File: src/rtl/core/ftm_pkg.sv
// Shared types and constants for the face terminal match unit.
package ftm_pkg;

  localparam logic [1:0] CMD_LOAD  = 2'd0;
  localparam logic [1:0] CMD_QUERY = 2'd1;
  localparam logic [1:0] CMD_CLEAR = 2'd2;

  localparam logic [1:0] REG_OFFSET_X = 2'd0;
  localparam logic [1:0] REG_OFFSET_Y = 2'd1;
  localparam logic [1:0] REG_OFFSET_Z = 2'd2;
  localparam logic [1:0] REG_RADIUS   = 2'd3;

  localparam int ID_W  = 20;
  localparam int POS_W = 16;
  localparam int RAD_W = 12;
  localparam int OFF_W = 12;
  localparam int MR_W  = 8;
  localparam int IN_TDATA_W  = 88;
  localparam int OUT_TDATA_W = 48;

  typedef struct packed {
    logic [1:0]       cmd;
    logic [ID_W-1:0]  node_id;
    logic [POS_W-1:0] pos_x;
    logic [POS_W-1:0] pos_y;
    logic [POS_W-1:0] pos_z;
    logic [RAD_W-1:0] node_radius;
  } item_t;

  typedef struct packed {
    logic [ID_W-1:0] query_id;
    logic [ID_W-1:0] match_id;
    logic            matched;
  } result_t;

endpackage

File: src/rtl/core/ftm_front.sv
// Front end: input decode and a two-entry item queue.
module ftm_front (
  input  logic                      clk,
  input  logic                      rst_n,
  input  logic                      in_tvalid,
  output logic                      in_tready,
  input  logic [ftm_pkg::IN_TDATA_W-1:0] in_tdata,
  output logic                      q_valid,
  input  logic                      q_pop,
  output ftm_pkg::item_t            q_item
);
  import ftm_pkg::*;

  item_t      mem_r [2];
  logic       wp_r, rp_r;
  logic [1:0] cnt_r;
  item_t      din;
  logic       push;

  assign din.cmd         = in_tdata[1:0];
  assign din.node_id     = in_tdata[21:2];
  assign din.pos_x       = in_tdata[37:22];
  assign din.pos_y       = in_tdata[53:38];
  assign din.pos_z       = in_tdata[69:54];
  assign din.node_radius = in_tdata[81:70];

  assign in_tready = (cnt_r != 2'd2);
  assign push      = in_tvalid && in_tready;
  assign q_valid   = (cnt_r != 2'd0);
  assign q_item    = mem_r[rp_r];

  always_ff @(posedge clk) begin
    if (push) mem_r[wp_r] <= din;
    if (!rst_n) begin
      wp_r  <= 1'b0;
      rp_r  <= 1'b0;
      cnt_r <= 2'd0;
    end else begin
      if (push) wp_r <= ~wp_r;
      if (q_pop && q_valid) rp_r <= ~rp_r;
      cnt_r <= cnt_r + {1'b0, push} - {1'b0, q_pop && q_valid};
    end
  end

  assert property (@(posedge clk) disable iff (!rst_n) cnt_r <= 2'd2)
    else $error("queue overfull");
  assert property (@(posedge clk) disable iff (!rst_n) q_pop |-> q_valid)
    else $error("pop from empty queue");
  assert property (@(posedge clk) disable iff (!rst_n)
    (cnt_r == 2'd2) |-> !in_tready) else $error("ready while full");

endmodule

File: config.mk
export PLATFORM = sky130hd
export DESIGN_NAME = ftm_front
export DESIGN_NICKNAME = d
export VERILOG_FILES = /design/src/rtl/core/ftm_pkg.sv /design/src/rtl/core/ftm_front.sv
export SDC_FILE = /design/constraint.sdc
export NUM_CORES = 1
export LEC_CHECK = 0
export BUFFER_PORTS_ARGS = -buffer_cell sky130_fd_sc_hd__buf_2
export CELL_PAD_IN_SITES_DETAIL_PLACEMENT = 1
export CELL_PAD_IN_SITES_GLOBAL_PLACEMENT = 2
export CORE_UTILIZATION = 42
export DETAILED_ROUTE_END_ITERATION = 12
export HOLD_SLACK_MARGIN = 0.03
export PLACE_DENSITY = 0.82
export SLEW_MARGIN = 10
export SYNTH_ARGS = -nofsm -noshare
export SYNTH_HDL_FRONTEND = slang
export SYNTH_SLANG_ARGS = --single-unit
File: constraint.sdc
create_clock -name clk -period 11.35 [get_ports clk]
set_input_delay 2.27 -clock clk [delete_from_list [all_inputs] [get_ports clk]]
set_output_delay 2.27 -clock clk [all_outputs]
set_load 0.05 [all_outputs]
**After elaboration in Yosys (flattened, before gate mapping)**

Memories as Yosys holds them, arrays and structs flattened. A register that Yosys moved wholly into a read port is not among the register bits.
Cells that the tools add are included.

- $add $sub $neg: 2
- Eq/ne operators: 1
- Muxes and demuxes: 4
- Bitwise gates (word level): 2
- Reductions and logical operators: 3

Operators by type and width:

| operator | count |
|---|---|
| 2-to-1 mux 1 bit | 4 |
| adder 2 x 1 -> 2 bit | 1 |
| logical AND 1 bit | 2 |
| inequality test 2 bit (second input constant) | 1 |
| NOT 1 bit | 2 |
| nonzero test 2 bit | 1 |
| subtractor 2 x 1 -> 2 bit | 1 |

- Register bits after elaboration: 4
- RAM bits: 164
- Bits of input ports: 92
- Output and inout bits: 84
- Logic and storage cells: 16
- Memories: 1

Memory list:

| name | depth | width | rd ports | clocked after Yosys merged registers in | write ports | line | source |
|---|---|---|---|---|---|---|---|
| mem_r | 2 | 82 | 1 | 1 | 1 | ftm_front.sv:14 | `item_t mem_r [2];` |

**Depth between registers and ports, before layout**

Gate-level depths: netlist (run 1).

- Depth in word-level cells: 4
- Gate-level depth with buffers: 8
- Depth with buffers taken out: 8

**Least setup slack after synthesis (run 1)**

No wires, ideal clock.

- Path kind: input port to flip-flop
- Start: input port in_tvalid
- End: memory mem_r[0][0] in the netlist's numbering (enable)
- Setup time: 523 ps
- Arrival: 5,809 ps
- Required time: 10,827 ps
- Setup slack: 5,018 ps
- Stages: 2
- Buffers on the path: 0
- Cells stage by stage: nand2_1 > nor2_1

- Cells in the longest elaborated chain, start to end: 3

RTL lines:

| element | line | source |
|---|---|---|
| from (decl) | ftm_front.sv:5 | `input logic in_tvalid,` |
| logical AND 1 bit | ftm_front.sv:28 | `assign push = in_tvalid && in_tready;` |
| 2-to-1 mux 1 bit | ftm_front.sv:33 | `if (push) mem_r[wp_r] <= din;` |
| 2-to-1 mux 1 bit (implied by the code) | ftm_front.sv:33 |  |
| to (decl) | ftm_front.sv:14 |  |

Every way passes these cells.

==> flow_summary.yaml, run 1 <==
clock_network:
  post_cts.resized_instances: 0
  worstSkewPairLatency_ns: 0.42
  hold_buffers: 0
  tritoncts.num_buffers: 17
  clock_sinks: 169
  root_buffer: "clkbuf_16"
  number_of_buffers_added_for_setup_after_cts: 0
  cts-htree-levels: 4
  tritoncts: "done"
  ctsLongestPathBuffers: 2
  cts.reportedPaths.clkPinSlew_ns: 0.06
synth:
  ys_seq_area_frac: 0.767
  synth-warning-count: 0
  postSynthCellCount: 279
  net_count_synth: 373
  ys_async_sr_fraction: 0
  synth_ff_type: "edfxtp_1"
  synth_cell_types: 18
  synth.ff_latch_count: 169
  edff_count_synth: 164
  mean_area_per_synthesized_cell_um2: 23.5
  post_synth_instance_area_um2: 6550
layout:
  layout_cell_share_with_drive_strength_beyond_1: 0.608
  final_cell_mix: "buf_2 (169), edfxtp_1 (164), mux2_4 (80)"
  layout_area_growth_over_synthesis_pct: 24.0
  number_of_antenna_cells_inserted: 0
  finalNetCount: 555
  layout_commonest_cell: "buf_2"
detailed_routing:
  vias_per_cell: 4.79
  routedWlPerCell_um: 17.8
  drt_iter0_drc: 156
  firstDrtPassIters: 4
  final_antenna_net_count: 0
  wl_um: 11800
  drcViolationCount: 0
  num_vias: 3174
global_routing:
  grt_start_max_net_pins: 51
  grtUsageMet1: 0.167
  grt_overflow_total: 0
  grt_most_used_layer: "met2"
  grt_use_met2: 0.261
  grt_antenna_before_repair: 0
  grt_use_met3: 0.0582
  vias_in_the_first_global_route: 3446
  track_usage: 0.152
  grt_first_pass_wirelength_um: 18000
sta:
  clock_skew_ns: 0.00764
  finalSetupViolCount: 0
  fmax_mhz: 203
  fin_ws_ns: 6.42
  final_max_slew_viol_count: 0
  hold_viol: 0
  layout_worst_path_cycle_share: 0.434
  rsz0062_at_grt: "false"
  slew_headroom: 0.217
  post-route-min-period_ns: 4.93
  setup_tns_ns: 0
  worstMarginPinSlew_ns: 1.17
setup_path:
  endpoint: "q_item[81]"
  worst-endpoint-required_ns: 9.08
  critPathKind: "reg2out"
  worst-endpoint-arrival_ns: 2.66
  critical_path.startpoint_type: "flop"
  reg2reg_setup_slack_ns: 8.69
  peak_per_stage_delay_on_the_critical_path_ns: 0.81
  critical_path.max_fanout: 50
  worstRegToRegCells: 4
  cp_cell_sequence: "buf_4, mux2_2, buf_2"
  worst_flop_to_flop_path_endpoint: "mem_r[0][79]"
  r2r-start: "cnt_r[0]"
  cp_slowest_cell: "buf_4"
  cp-end-kind: "output pin"
die:
  row_count: 45
  die_width_um: 127
  design.die.area_um2: 16100
  die_height_um: 127
  effective_utilization_at_floorplan: 0.431
  ioPinCount: 176
  floorplan.core_area_um2: 15200
placement:
  place.port_buffers: 169
  place.gp.congestion: 0.669
  hpwlAfterDp_um: 7690
  post-place-ws_ns: 6.77
power:
  share_clk_of_total_power: 0.281
  ir_worst_vdd_mv: 0.112
  total_internal_power_mw: 1.39
  comb_power_share: 0.332
  post-layout-total-power_mw: 2.15
  static-leakage-power_nw: 3.20
  power_switching_mw: 0.760
  power.switching_fraction: 0.354
  power.sequential.fraction: 0.386
  power_density_nw_per_um2: 264
job:
  drv.max_cap_violation_count: 0
hold_path:
  worst_hold_class: "reg2reg"
status:
  outcome: "completed"
## layout make-up
cell class / count / area, um^2
fill: 1432 / 7080
sequential: 169 / 5030
multi-input combinational: 100 / 1370
timing repair buffer: 172 / 868
clock buffer: 17 / 425
tap: 188 / 235
clock inverter: 15 / 199
inverter: 1 / 3.75
## power by group through the flow
stage | clock [mW] | sequential (mW) | combinational (mW)
after floorplan | 0 | 0.822 | 0.640
after global placement | 0 | 0.837 | 0.716
after detailed placement | 0 | 0.844 | 0.723
after CTS | 0.619 | 0.832 | 0.725
after global routing | 0.641 | 0.838 | 0.747
final | 0.605 | 0.829 | 0.714
## worst min-delay path by stage
stage          start  endpoint  slack [ns]  depth (start not counted)
5_1_grt         wp_r      wp_r        0.56                          2
4_1_cts         wp_r      wp_r        0.54                          2
3_3_place_gp    wp_r      wp_r        0.51                          2
3_5_place_dp    wp_r      wp_r        0.53                          2
6_report        wp_r      wp_r        0.54                          2
2_1_floorplan   wp_r      wp_r        0.45                          2
## synthesized netlist by cell type (2+ instances only)
cell,count,area share
ha_1,2,0.0038
mux2_2,2,0.0034
dfxtp_1,5,0.015
buf_12,8,0.024
edfxtp_1,164,0.75
nor2b_1,2,0.0019
mux2_4,80,0.18
nand2b_1,2,0.0019
and2_1,2,0.0019
nand2_1,2,0.0011
xnor2_1,3,0.0040
## layer usage
layer | wire length, um | share of wire
met1 | 4660 | 0.40
met2 | 6020 | 0.51
met3 | 915 | 0.078
met4 | 204 | 0.017
met5 | 0 | 0
## state kept, by name, indices dropped and copies added (netlist names), named ones only
| name | flops |
|---|---|
| cnt_r | 2 |
| rp_r | 1 |
| wp_r | 1 |
| mem_r | 164 |
## worst max-delay path, delay by kind of cell, from the launching register on
kind / cells / cell delay [ns]
DFF: 1 / 0.76
muxes: 1 / 0.41
buffers and inverters: 2 / 1.03
## cell families after synthesis
| group | Yosys count | share of synthesized area |
|---|---|---|
| AOI/OAI and AO/OA | 1 | 0.00115 |
| xor gates and xnor gates | 3 | 0.00401 |
| adders and majority gates | 2 | 0.00382 |
| buffers and inverters | 10 | 0.0267 |
| and+or+nand+nor | 11 | 0.00935 |
| DFF | 169 | 0.767 |
| muxes | 83 | 0.188 |
## per-stage QoR
stage / cells / hold WS (ns) / cell area (um^2) / util
after global placement: 630 / 0.508 / 7500 / 0.493
after global routing: 662 / 0.556 / 8130 / 0.535
after detailed placement: 630 / 0.529 / 7500 / 0.493
final: 662 / 0.540 / 8130 / 0.535
after floorplan: 279 / 0.455 / 6550 / -
after CTS: 662 / 0.541 / 8130 / 0.535
(Power assumes the default switching activity.)
==> inputs of run 2 (changes only) <==
- CORE_UTILIZATION: 42 -> 39
- PLACE_DENSITY: 0.82 -> 0.77
- clock period: 11.35 -> 5 ns (I/O delays scaled with it)
==> flow_summary.yaml, run 2 (synthesis gave the netlist of run 1 again) <==
clock_network:
  ctsLongestPathBuffers: 2
  cts.reportedPaths.clkPinSlew_ns: 0.06
  number_of_buffers_added_for_setup_after_cts: 0
  tritoncts: "done"
  post_cts.resized_instances: 0
  clock_sinks: 169
  cts-htree-levels: 4
  worstSkewPairLatency_ns: 0.42
  tritoncts.num_buffers: 17
  root_buffer: "clkbuf_16"
  hold_buffers: 0
sta:
  clock_skew_ns: 0.00703
  hold_viol: 0
  post-route-min-period_ns: 3.30
  final_max_slew_viol_count: 0
  slew_headroom: 0.321
  setup_tns_ns: 0
  finalSetupViolCount: 0
  worstMarginPinSlew_ns: 1.02
  layout_worst_path_cycle_share: 0.661
  holdWs_ns: 0.554
  rsz0062_at_grt: "false"
  fmax_mhz: 303
  fin_ws_ns: 1.70
global_routing:
  vias_in_the_first_global_route: 3513
  grt_overflow_total: 0
  grt_antenna_before_repair: 0
  grt_start_max_net_pins: 54
  grt_first_pass_wirelength_um: 18800
  track_usage: 0.146
hold_path:
  worst_hold_class: "reg2reg"
placement:
  place.gp.congestion: 0.701
  numPlacedInstances: 662
  post-place-ws_ns: 2.04
  detailed_place.area_um2: 7570
  hpwlAfterDp_um: 8020
  place.port_buffers: 169
die:
  ioPinCount: 176
  die_height_um: 132
  row_count: 47
  effective_utilization_at_floorplan: 0.398
  design.die.area_um2: 17300
  die_width_um: 132
  floorplan.core_area_um2: 16500
layout:
  regs_by_ff_count: "mem_r (164), cnt_r (2)"
  finalCoreUtilization: 0.491
  layout.filler_cells: 1578
  number_of_antenna_cells_inserted: 0
  largest_reg_flops: 164
  layout_cell_share_with_drive_strength_beyond_1: 0.598
  final_cell_mix: "buf_2 (169), edfxtp_1 (164), mux2_4 (80)"
  layout_commonest_cell: "buf_2"
  layout.cells.non_filler: 693
  layout_area_growth_over_synthesis_pct: 23.4
  regMostFlops: "mem_r"
  finalNetCount: 555
  stdcell_area_um2: 8090
power:
  power.switching_fraction: 0.363
  total_internal_power_mw: 3.00
  share_clk_of_total_power: 0.250
  power_switching_mw: 1.71
  comb_power_share: 0.344
  power.sequential.fraction: 0.406
  static-leakage-power_nw: 3.15
  power_density_nw_per_um2: 582
  ir_worst_vdd_mv: 0.278
  post-layout-total-power_mw: 4.70
detailed_routing:
  num_vias: 3167
  drcViolationCount: 0
  routedWlPerCell_um: 17.5
  wl_um: 12100
  drt_iter0_drc: 89
  firstDrtPassIters: 4
  final_antenna_net_count: 0
  vias_per_cell: 4.57
setup_path:
  cp-end-kind: "output pin"
  critical_path.max_fanout: 51
  worst-endpoint-arrival_ns: 2.30
  critical_path.startpoint_type: "flop"
  peak_per_stage_delay_on_the_critical_path_ns: 0.97
  cp_cell_sequence: "buf_12, mux2_4, buf_2"
  critPathKind: "reg2out"
  worst-endpoint-required_ns: 4.00
  cp_slowest_cell: "dfxtp_4"
status:
  outcome: "completed"
job:
  drv.max_cap_violation_count: 0
run 2: critical path, delay by kind of cell, from the launching register on:
kind                   cells  cell delay [ns]
DFF                        1             0.97
buffers and inverters      2             0.56
muxes                      1             0.34
run 2: power groups by stage:
stage                     clock (mW)  combinational (mW)  sequential [mW]
after floorplan                    0                1.45             1.86
after global placement             0                1.62             1.93
after detailed placement           0                1.63             1.95
after CTS                       1.21                1.64             1.92
after global routing            1.26                1.69             1.93
final                           1.18                1.62             1.91
run 2: worst paths after layout:
kind / cells past startpoint / slack, ns / from / endpoint
setup / recovery: 3 / 1.70 / flop / q_item[38]
hold / removal: 2 / 0.55 / wp_r / wp_r
setup reg to reg: 4 / 2.77 / cnt_r[0] / mem_r[0][54]
hold reg to reg: 2 / 0.55 / wp_r / wp_r
run 2: routing by layer:
layer,track usage,up-vias,wire length [um]
met5,0,-,0
met4,0.0646,0,200
met3,0.0540,18,838
met2,0.254,119,6250
met1,0.159,1564,4830
li1,-,1466,-
run 2: cell type report:
type / count / area (um^2) / share of cell area
clock buffer: 21 / 440 / 0.0545
multi-input combinational: 100 / 1370 / 0.169
timing repair buffer: 172 / 893 / 0.110
inverter: 1 / 3.75 / 0.000464
tap: 220 / 275 / 0.0340
clock inverter: 10 / 80.1 / 0.00990
sequential: 169 / 5030 / 0.622
